$ cat src/sv/acl_pkg.sv
// ----------------------------------------------------------------------------
// ACL checker package
// Command, tag, status and state codes plus the structs shared between the
// top level and the table cells.
// ----------------------------------------------------------------------------
package acl_pkg;

  localparam int ID_W      = 32;
  localparam int PERM_W    = 32;
  localparam int TAG_W     = 2;
  localparam int OUT_CNT_W = 5;

  typedef enum logic [1:0] {
    CMD_ADD    = 2'd0,
    CMD_REMOVE = 2'd1,
    CMD_CHECK  = 2'd2
  } cmd_t;

  typedef enum logic [1:0] {
    TAG_USER  = 2'd0,
    TAG_GROUP = 2'd1,
    TAG_OTHER = 2'd2
  } tag_t;

  typedef enum logic [1:0] {
    ST_OK        = 2'd0,
    ST_FULL      = 2'd1,
    ST_NOT_FOUND = 2'd2,
    ST_DENIED    = 2'd3
  } status_t;

  typedef enum logic [1:0] {
    S_IDLE,
    S_SCAN,
    S_FINISH
  } fsm_state_t;

  // One table entry as held in a cell
  typedef struct packed {
    logic [TAG_W-1:0]  tag;
    logic [ID_W-1:0]   id;
    logic [PERM_W-1:0] perm;
  } entry_t;

  // Broadcast control from the sequencer to every cell
  typedef struct packed {
    logic advance;   // move the search token one cell
    logic clear;     // drop token and visited marks
    logic shift_r;   // insert at the front, everything moves back
    logic shift_l;   // close the gap at the matched cell
  } cell_ctl_t;

  // Lookup key broadcast to every cell
  typedef struct packed {
    logic              is_remove;
    logic [TAG_W-1:0]  tag;
    logic [ID_W-1:0]   eid;
    logic [ID_W-1:0]   uid;
    logic [ID_W-1:0]   gid;
    logic [PERM_W-1:0] want;
  } query_t;

  // Per-cell status back to the sequencer
  typedef struct packed {
    logic tok;    // search token sits here
    logic hit;    // token sits on a matching live entry
    logic grant;  // hit and the stored bits cover the request
    logic stop;   // token reached the first empty cell
  } cell_stat_t;

endpackage

$ cat src/sv/acl_cell.sv
// ----------------------------------------------------------------------------
// ACL table cell
// Holds one table slot, compares it against the broadcast key when the
// search token arrives, and shifts its entry to or from its neighbors.
// ----------------------------------------------------------------------------
module acl_cell #(
  parameter int IDX   = 0,
  parameter int CNT_W = 5
) (
  input  logic               clk,
  input  logic               rst_n,
  input  acl_pkg::cell_ctl_t ctl,
  input  acl_pkg::query_t    qry,
  input  logic [CNT_W-1:0]   held,
  input  acl_pkg::entry_t    left_ent,
  input  acl_pkg::entry_t    right_ent,
  input  logic               tok_in,
  output logic               tok_out,
  output acl_pkg::entry_t    ent,
  output acl_pkg::cell_stat_t stat
);
  import acl_pkg::*;

  entry_t ent_r, ent_nxt;
  logic   tok_r, tok_nxt;
  logic   pass_r, pass_nxt;
  logic   live;
  logic   mat_rm, mat_ck, match;
  logic   hit;

  // Slot is live when it lies below the fill count
  assign live = (held > CNT_W'(IDX));

  // Compare against the key for the current command
  always_comb begin
    mat_rm = (ent_r.tag == qry.tag) && (ent_r.id == qry.eid);
    mat_ck = ((ent_r.tag == TAG_USER)  && (ent_r.id == qry.uid)) ||
             ((ent_r.tag == TAG_GROUP) && (ent_r.id == qry.gid)) ||
             (ent_r.tag == TAG_OTHER);
    match  = qry.is_remove ? mat_rm : mat_ck;
  end

  assign hit     = tok_r & live & match;
  assign tok_out = tok_r & live & ~match;

  // Advance the token; hold it on a hit so the commit knows the spot
  always_comb begin
    if (ctl.clear) begin
      tok_nxt  = 1'b0;
      pass_nxt = 1'b0;
    end else if (ctl.advance) begin
      tok_nxt  = tok_in | hit;
      pass_nxt = pass_r | tok_out;
    end else begin
      tok_nxt  = tok_r;
      pass_nxt = pass_r;
    end
  end

  // Shift entries: back on insert, forward from the matched cell on delete
  always_comb begin
    if (ctl.shift_r) begin
      ent_nxt = left_ent;
    end else if (ctl.shift_l && !pass_r) begin
      ent_nxt = right_ent;
    end else begin
      ent_nxt = ent_r;
    end
  end

  always_ff @(posedge clk) begin
    if (!rst_n) begin
      tok_r  <= 1'b0;
      pass_r <= 1'b0;
    end else begin
      tok_r  <= tok_nxt;
      pass_r <= pass_nxt;
    end
  end

  always_ff @(posedge clk) begin
    ent_r <= ent_nxt;
  end

  assign ent        = ent_r;
  assign stat.tok   = tok_r;
  assign stat.hit   = hit;
  assign stat.grant = hit & ((ent_r.perm & qry.want) == qry.want);
  assign stat.stop  = tok_r & ~live;

endmodule

$ cat config.mk
export PLATFORM = sky130hd
export DESIGN_NAME = acl_cell
export DESIGN_NICKNAME = d
export VERILOG_FILES = /design/src/sv/acl_pkg.sv /design/src/sv/acl_cell.sv
export SDC_FILE = /design/constraint.sdc
export NUM_CORES = 1
export LEC_CHECK = 0
export BUFFER_PORTS_ARGS = -buffer_cell sky130_fd_sc_hd__buf_2
export CORE_AREA = 2 2 133 135
export CTS_CLUSTER_SIZE = 40
export DETAILED_ROUTE_END_ITERATION = 12
export DIE_AREA = 0 0 135 137
export SETUP_SLACK_MARGIN = 0.2
export SLEW_MARGIN = 20
export SYNTH_ARGS = -nofsm -noshare
export SYNTH_HDL_FRONTEND = slang
export SYNTH_SLANG_ARGS = --single-unit
$ cat constraint.sdc
create_clock -name clk -period 6 [get_ports clk]
set_input_delay 0 -clock clk [delete_from_list [all_inputs] [get_ports clk]]
set_output_delay 0 -clock clk [all_outputs]
set_load 0.1 [all_outputs]
# Word-level counts from Yosys, hierarchy flattened
# Index checks and enable logic that the tools add are counted.
[totals] regBits=68 in_bits=275 word_cells=37
[classes] order_cmp=1 n_eq_ne=7 muxes=3 bitwise_logic=11 reduce_logical=10
[ops] op="66-bit two-way mux" count=2
[ops] op="32-bit equality test" count=4
[ops] op="32-bit AND" count=1
[ops] op="1-bit AND" count=5
[ops] op="5-bit by 1-bit greater-than comparator with 1-bit output, second input constant" count=1
[ops] op="1-bit logical AND" count=4
[ops] op="1-bit NOT" count=3
[ops] op="2-bit by 1-bit equality test with 1-bit output, second input constant" count=1
[ops] op="2-bit equality test" count=1
[ops] op="2-bit equality test, second input constant" count=1
[ops] op="2-bit logical NOT" count=1
[ops] op="1-bit logical OR" count=2
[ops] op="1-bit OR" count=2
[ops] op="2-bit nonzero test" count=1
[ops] op="2-bit OR reduction" count=1
[ops] op="1-bit logical NOT" count=1
[ops] op="1-bit two-way mux" count=1

# Longest topological paths before layout
# Gate-level depths: netlist (run 1).
[depth] depth_word=8 depth_mapped=7 mapped_depth_nobuf=6

# Worst setup path after synthesis (run 1)
# Ideal clock, no wire load.
[synth_path] path_kind="reg2out" startpoint="register ent_r, in the netlist ent[36]" endpoint="output port stat[1] in the netlist's numbering" t_arrival_ps=3772 required_time_ps=6000 path_slack_ps=2228 stages_incl_launch_ff=7 path_cell_list="edfxtp_1 xnor2_1 nand4_1 nor4_1 a21oi_1 o311a_4 nor4_2"
[synth_rtl] element="start, declared" line="acl_cell.sv:24" source="entry_t ent_r, ent_nxt;"
[synth_rtl] element="start signal, assigned" line="acl_cell.sv:82" source="ent_r <= ent_nxt;"
[synth_rtl] element="end, declared" line="acl_cell.sv:20" source="output acl_pkg::cell_stat_t stat"

==> results of run 1 <==
where the power goes:
group / internal, mW / total (mW) / switching [mW] / leakage [nW]
logic: 0.250 / 0.680 / 0.429 / 2.60
registers: 0.572 / 0.619 / 0.0471 / 0.688
clock network: 0.320 / 0.536 / 0.216 / 0.139
total: 1.14 / 1.84 / 0.693 / 3.42
layout make-up:
type / instances / area (um2)
Antenna cell: 2 / 5.00
Clock buffer: 9 / 225
Clock inverter: 7 / 67.6
Fill cell: 1631 / 9310
Inverter: 33 / 124
Multi-Input combinational cell: 233 / 2070
Sequential cell: 68 / 2020
Tap cell: 225 / 282
Timing Repair Buffer: 467 / 2950
worst max-delay path, delay by kind of cell (launching register included):
kind | cells | cell delay (ns)
AOI/OAI and AO/OA | 2 | 0.52
xor gates and xnor gates | 1 | 0.23
buffers and inverters | 1 | 0.46
DFF | 1 | 0.49
and+or+nand+nor | 3 | 0.76
final timing paths:
| check | start | end | slack (ns) | cells past startpoint |
|---|---|---|---|---|
| worst max-delay path | ent[53]$_DFFE_PP_ | stat[1] | 3.20 | 7 |
| worst min register to register | pass_r$_SDFFE_PP0P_ | pass_r$_SDFFE_PP0P_ | 0.49 | 1 |
| worst min-delay path | right_ent[49] | ent[49]$_DFFE_PP_ | 0.01 | 2 |
| worst max register to register | ent[53]$_DFFE_PP_ | tok_r$_SDFFE_PP0P_ | 3.36 | 7 |
per-layer routing:
layer | track usage | wire length (um) | up-vias | share of wire
met5 | 0 | 34 | - | 0.0018
met2 | 0.362 | 9530 | 240 | 0.51
met3 | 0.0511 | 1470 | 30 | 0.079
li1 | - | - | 2190 | -
met1 | 0.215 | 7180 | 2091 | 0.39
met4 | 0.0706 | 385 | 6 | 0.021
metrics by stage:
stage | hold WS (ns) | util | std cells
after floorplan | 0.162 | - | 343
after global routing | 0.00401 | 0.454 | 1043
after detailed placement | 0.305 | 0.366 | 905
final | 0.0144 | 0.454 | 1044
after CTS | 0.00289 | 0.454 | 1042
after global placement | 0.294 | 0.366 | 905
Yosys cell counts (3+ instances only):
cell      number  area (um2)
nand4_1       25         156
nor2_1         3        11.3
nor4_1         6        37.5
a221oi_1       8        70.1
buf_1          3        11.3
xor2_1         6        52.6
inv_1         33         124
nand3_1        3        15.0
mux2_2        67         754
o22ai_1        8        50.1
xnor2_1       92         806
edfxtp_1      66        1980
sequential cells by signal (all words and copies together) (netlist names):
| signal | count |
|---|---|
| tok_r | 1 |
| ent | 66 |
| pass_r | 1 |
logic make-up (layout without fill, tap and decap cells):
family                    count (synthesis)  in the layout
xor gates and xnor gates                 98             98
DFF                                      68             68
muxes                                    67             67
and+or+nand+nor                          46             46
buffers and inverters                    42            516
AOI/OAI and AO/OA                        22             22
other                                     0              2
what timing repair did:
action                                 in CTS  in global routing
endpoints found under the hold margin      61                  0
resized for setup                           0                  0
buffers inserted                            0                  0
hold buffers                              121                  0
==> impl_metrics.toml, run 1 <==
[drt]
firstDrtPassIters = 6
vias = 4557
dr.first_iter.drc_count = 121
ant_nets = 0
drc = 0
avgRoutedWirePerCell_um = 17.8
wl_um = 18600
via_per_inst = 4.36

[clock_network]
numCtsBuffers = 9
cts_root_buffer = "clkbuf_16"
cts.sinks = 68
clk_latency_ns = 0.34
cts_tree = "yes"
clk_pin_slew_ns = 0.06
cts_max_path_buffers = 2
htree_levels = 3

[timing]
final-setup-viol-count = 0
slew_headroom = 0.400
max_clock_freq_mhz = 357
worst_pin_slew_ns = 0.901
slew_violations = 0
final.setup.tns_ns = 0
skew_ns = 0.00498
rsz0062_at_grt = "no"
setup_ws_ns = 3.20
hold_violations = 0
post-route-period-util = 0.467
finalCriticalPeriod_ns = 2.80

[final_layout]
final_nets = 1087
layout_common_cells = "buf_2, dlygate4sd3_1, xnor2_1, mux2_2, edfxtp_1"
design_area_mm2 = 0.00775
syn_to_final_growth_pct = 82.0
layout_commonest_cell = "buf_2"
drive_above_1_share = 0.528

[job]
cap_violations = 0

[synthesis]
synthMuxAreaShare = 0.177
ys_seq_area_frac = 0.475
synth-async-reset-ratio = 0
synth_top_family_by_area = "XOR/XNOR gates"
synth_area_mm2 = 0.00426
synth_cell_types = 28
syn_nets = 618
synth_fa_ha_area_frac = 0
synth_compound_area_frac = 0.0412
synth_xor_area_frac = 0.202
synth_seq_cells = 68
yosys_warnings = 0
synthSimpleGateAreaFrac = 0.0653
syn_inst = 343
synthFlopType = "edfxtp_1"
synth_edf_count = 66
syn_area_per_cell_um2 = 12.4

[worst_setup_path]
cp.arrival_ns = 2.80
critPathLaunchType = "flop"
end_kind = "output port"
max_stage_delay_ns = 0.49
critical_path_class = "reg2out"
worstPathCellList = "xnor2_1, nand4_1, nor4_1, a21oi_1, o311a_4, nor4_2, buf_2"
cp_max_fo = 5
worstPathRequired_ns = 6.00
crit_path_top_delay_cell = "edfxtp_1"

[pwr]
ir_worst_vdd_mv = 0.135
leakagePower_nw = 3.42
powerDensity_mw_per_mm2 = 237
p_total_mw = 1.84

[die]
chipWidth_um = 135
start_util = 0.249
ioPinCount = 346
rows = 48
die_y_um = 137
core_area_mm2 = 0.0171
die-area_mm2 = 0.0185

[placed_design]
dp_hpwl_um = 14400
gp_congestion = 0.793
pre_cts_slack_ns = 3.46
placed_area_mm2 = 0.00624
place.port_buffers = 345

[global_route]
overflow = 0
globalRouteTotalUtil = 0.195
grt_max_degree = 67
grt_pass1_vias = 4807
grt_pass1_wl_um = 26700
antenna_found_initial = 6

[run_status]
outcome = "completed"

[worst_hold_path]
hold_class = "in2reg"
(Power assumes the default switching activity.)
==> run 2: changes to the inputs <==
CORE_AREA = 2 2 134 136   (was 2 2 133 135)
DIE_AREA = 0 0 136 138   (was 0 0 135 137)
clock period = 2.9 ns   (was 6 ns; I/O delays follow)
==> run 2 against run 1 <==
Against the previous run:
- flip-flop and latch count unchanged
- design area grew 0.90%
- critical path type unchanged
- combinational power is 110% higher
- sequential power grew 110%
- non-clock buffer count up 6
- highest routed layer unchanged
- first-iteration DRC count decreased by 9.9%
- clock skew rose by 0.00072 ns
- critical endpoint is now stat[2]
- critical path depth unchanged
- clock power up 98%
- worst setup slack worse by 2.8 ns
==> impl_metrics.toml, run 2 (synthesis gave the netlist of run 1 again) <==
[clock_network]
htree_levels = 3
cts_max_path_buffers = 2
cts_tree = "yes"
numCtsBuffers = 9
cts_root_buffer = "clkbuf_16"
clk_pin_slew_ns = 0.06
clk_latency_ns = 0.33
cts.sinks = 68

[worst_setup_path]
crit_end = "stat[2]"
r2r-start = "ent[59]$_DFFE_PP_"
max_stage_delay_ns = 0.48
startpoint = "ent[59]$_DFFE_PP_"
crit_family = "simple AND/OR/NAND/NOR gates"
critPathLaunchType = "flop"
crit_cells = 7
timing.rr.end = "tok_r$_SDFFE_PP0P_"
end_kind = "output port"
cp.buffers_inverters = 1
worstPathCellList = "xnor2_1, nand4_1, nor4_2, a21oi_1, o311a_4, nor2_1, buf_2"
worstPathRequired_ns = 2.90
cp_max_fo = 5
rrSetupSlack_ns = 0.39
crit_path_top_delay_cell = "edfxtp_1"
critical_path_class = "reg2out"
cp.arrival_ns = 2.51
r2r_cells = 7

[job]
cap_violations = 0

[final_layout]
antenna_cells = 0
layout_common_cells = "buf_2, dlygate4sd3_1, xnor2_1, mux2_2, edfxtp_1"
design_area_mm2 = 0.00782
largest_reg_flops = 66
drive_above_1_share = 0.529
final_nets = 1093
layout_commonest_cell = "buf_2"
syn_to_final_growth_pct = 83.7

[timing]
worst_pin_slew_ns = 0.900
max_clock_freq_mhz = 398
setup_ws_ns = 0.389
final-setup-viol-count = 0
skew_ns = 0.00570
rsz0062_at_grt = "no"
hold_violations = 0
post-route-period-util = 0.866
slew_headroom = 0.400
slew_violations = 0
finalCriticalPeriod_ns = 2.51

[die]
die_y_um = 138
ioPinCount = 346
start_util = 0.243
core_area_mm2 = 0.0175
die-area_mm2 = 0.0188
rows = 49
chipWidth_um = 136

[global_route]
globalRouteTotalUtil = 0.191
grt_pass1_wl_um = 26700
overflow = 0
grt_max_degree = 67
antenna_found_initial = 2
grt_pass1_vias = 5006

[drt]
dr.first_iter.drc_count = 109
wl_um = 18400
avgRoutedWirePerCell_um = 17.5
firstDrtPassIters = 4
ant_nets = 0
via_per_inst = 4.37
vias = 4597
drc = 0

[pwr]
p_int_mw = 2.36
ir_worst_vdd_mv = 0.253
power_switching_mw = 1.41
combPwrFrac = 0.379
leakagePower_nw = 3.47
swShare = 0.373
pwr-share-clk = 0.281
p_total_mw = 3.77
p_seq_frac = 0.340
powerDensity_mw_per_mm2 = 482

[run_status]
outcome = "completed"

[worst_hold_path]
hold_class = "in2reg"

[placed_design]
place.port_buffers = 345
dp_hpwl_um = 14100
placed_area_mm2 = 0.00627
pre_cts_slack_ns = 0.544
gp_congestion = 0.880
run 2: timing repair:
item                       4_1_cts  5_1_grt
hold endpoints to repair        62        0
setup endpoints to repair        1        2
setup buffers                    0        3
hold buffers                   123        0
gates resized for setup          1        3
run 2: final cells by class:
class / instances / area [um2]
tap: 229 / 287
sequential: 68 / 2020
timing repair buffer: 473 / 3000
clock buffer: 11 / 233
clock inverter: 4 / 41.3
inverter: 33 / 124
multi-input combinational: 233 / 2110
fill: 1689 / 9720
run 2: per-layer routing:
metal / GRT usage / vias to the layer above / wire (um)
met2: 0.351 / 246 / 9510
met1: 0.203 / 2113 / 6800
met5: 0 / - / 27
met4: 0.0779 / 4 / 547
met3: 0.0506 / 37 / 1550
li1: - / 2197 / -
run 2: power by group through the flow:
stage          Sequential, mW  Combinational [mW]  Clock, mW
2_1_floorplan            1.86               0.311          0
3_3_place_gp             1.30                1.26          0
3_5_place_dp             1.30                1.26          0
4_1_cts                  1.28                1.42       1.08
5_1_grt                  1.29                1.50       1.13
6_report                 1.28                1.43       1.06
run 2: worst min-delay path by stage:
| stage | from | to | slack, ns | cells after the start |
|---|---|---|---|---|
| final | right_ent[63] | ent[63]$_DFFE_PP_ | 0.02 | 2 |
| after global routing | right_ent[64] | ent[64]$_DFFE_PP_ | 0.005 | 2 |
| after CTS | left_ent[63] | ent[63]$_DFFE_PP_ | 0.001 | 2 |
| after detailed placement | ctl[3] | tok_r$_SDFFE_PP0P_ | 0.30 | 3 |
| after global placement | ctl[3] | tok_r$_SDFFE_PP0P_ | 0.30 | 3 |
| after floorplan | ctl[3] | tok_r$_SDFFE_PP0P_ | 0.16 | 2 |
run 2: metrics by stage:
step                setup TNS (ns)  hold slack, ns  utilization  instances
detailed placement               0           0.296        0.357        910
floorplan                   -0.120           0.162            -        343
finish                           0          0.0162        0.446       1051
CTS                              0         0.00102        0.443       1048
global placement                 0           0.297        0.357        910
global route                     0         0.00544        0.446       1051
==> run 3: changes to the inputs <==
CORE_AREA = 2 2 135 137   (was 2 2 134 136)
DIE_AREA = 0 0 137 139   (was 0 0 136 138)
==> run 3 against run 2 <==
Against the previous run:
- sequential power barely moved
- core utilization fell by 0.32 points
- flip-flop and latch count did not move
- critical path depth did not move
- worst setup slack got worse by 0.055 ns
- highest routed layer unchanged
==> impl_metrics.toml, run 3 (synthesis gave the netlist of run 1 again) <==
[drt]
ant_nets = 0
drc = 0
avgRoutedWirePerCell_um = 17.8
via_per_inst = 4.30
vias = 4523
dr.first_iter.drc_count = 127
firstDrtPassIters = 4
wl_um = 18700

[clock_network]
htree_levels = 3
clk_latency_ns = 0.34
clk_pin_slew_ns = 0.05
cts_root_buffer = "clkbuf_16"
numCtsBuffers = 9
cts.sinks = 68
cts_tree = "yes"
cts_max_path_buffers = 2

[die]
chipWidth_um = 137
rows = 49
die_y_um = 139
ioPinCount = 346
die-area_mm2 = 0.0190
start_util = 0.241
core_area_mm2 = 0.0177

[pwr]
p_total_mw = 3.83
powerDensity_mw_per_mm2 = 490
swShare = 0.368
leakagePower_nw = 3.46
p_int_mw = 2.42
ir_worst_vdd_mv = 0.267
p_seq_frac = 0.334
pwr-share-clk = 0.296
power_switching_mw = 1.41
combPwrFrac = 0.371

[worst_setup_path]
end_kind = "flop"
cp_max_fo = 5
r2r_cells = 7
timing.rr.end = "tok_r$_SDFFE_PP0P_"
r2r-start = "ent[59]$_DFFE_PP_"
rrSetupSlack_ns = 0.33
worstPathRequired_ns = 3.17
critical_path_class = "reg2reg"
startpoint = "ent[59]$_DFFE_PP_"
critPathLaunchType = "flop"
cp.arrival_ns = 2.84
crit_end = "tok_r$_SDFFE_PP0P_"

[timing]
skew_ns = 0.00883
finalCriticalPeriod_ns = 2.57
final-setup-viol-count = 0
rsz0062_at_grt = "no"
setup_ws_ns = 0.333
hold_violations = 0
slew_violations = 0
slew_headroom = 0.388
whs_ns = 0.00812
post-route-period-util = 0.885
worst_pin_slew_ns = 0.918
max_clock_freq_mhz = 390

[global_route]
globalRouteTotalUtil = 0.190
antenna_found_initial = 3
grt_pass1_vias = 4953
overflow = 0
grt_max_degree = 67
grt_pass1_wl_um = 26600

[run_status]
outcome = "completed"

[placed_design]
gp_congestion = 0.831
dp_hpwl_um = 14500
dp.cells = 911
placed_area_mm2 = 0.00627
place.port_buffers = 345
pre_cts_slack_ns = 0.581

[final_layout]
final_nets = 1091
layout_common_cells = "buf_2, dlygate4sd3_1, xnor2_1, mux2_2, edfxtp_1"
finalNonFillerCells = 1051
syn_to_final_growth_pct = 83.7
largest_reg_flops = 66
design_area_mm2 = 0.00782
drive_above_1_share = 0.530
layout_commonest_cell = "buf_2"

[job]
cap_violations = 0

[worst_hold_path]
hold_class = "in2reg"
-- run 3: worst min-delay path by stage --
stage,end,cells past startpoint,start
2_1_floorplan,tok_r$_SDFFE_PP0P_,2,ctl[3]
3_3_place_gp,tok_r$_SDFFE_PP0P_,3,ctl[3]
3_5_place_dp,tok_r$_SDFFE_PP0P_,4,ctl[2]
4_1_cts,ent[63]$_DFFE_PP_,2,left_ent[63]
5_1_grt,ent[43]$_DFFE_PP_,2,right_ent[43]
6_report,ent[63]$_DFFE_PP_,2,left_ent[63]
-- run 3: through the flow --
step,util,TNS [ns]
after CTS,0.441,0
after global placement,0.355,0
after floorplan,-,-0.120
final,0.443,0
after global routing,0.443,0
after detailed placement,0.355,0
-- run 3: final cells by class --
type | instances | area (um2)
antenna | 1 | 2.50
clock buffer | 14 | 264
clock inverter | 2 | 35.0
fill | 1689 | 9840
inverter | 33 | 124
multi-input combinational | 233 | 2100
sequential | 68 | 2020
tap | 229 | 287
timing repair buffer | 471 | 2990
-- run 3: timing repair --
action / CTS / global route
gates resized for setup: 0 / 3
setup buffers: 0 / 1
setup endpoints to repair: 0 / 3
endpoints found under the hold margin: 61 / 0
hold buffers: 122 / 0
-- run 3: power groups by stage --
stage	registers [mW]	logic (mW)	clock network, mW
final	1.28	1.42	1.13
after global routing	1.29	1.49	1.21
after CTS	1.28	1.42	1.17
after detailed placement	1.30	1.26	0
after global placement	1.29	1.27	0
after floorplan	1.86	0.311	0
-- run 3: worst max-delay path: stages, from the launching register on --
cell,delay [ns]
edfxtp_1,0.47
xnor2_1,0.30
nand4_1,0.15
nor4_1,0.41
nand3_1,0.17
o311a_4,0.20
o31ai_1,0.23
dlygate4sd3_1,0.58
-- run 3: layer usage --
metal	track usage	up-vias	wire (um)
li1	-	2198	-
met1	0.198	2061	6860
met2	0.363	237	10000
met3	0.0556	25	1540
met4	0.0472	2	313
met5	0	-	13
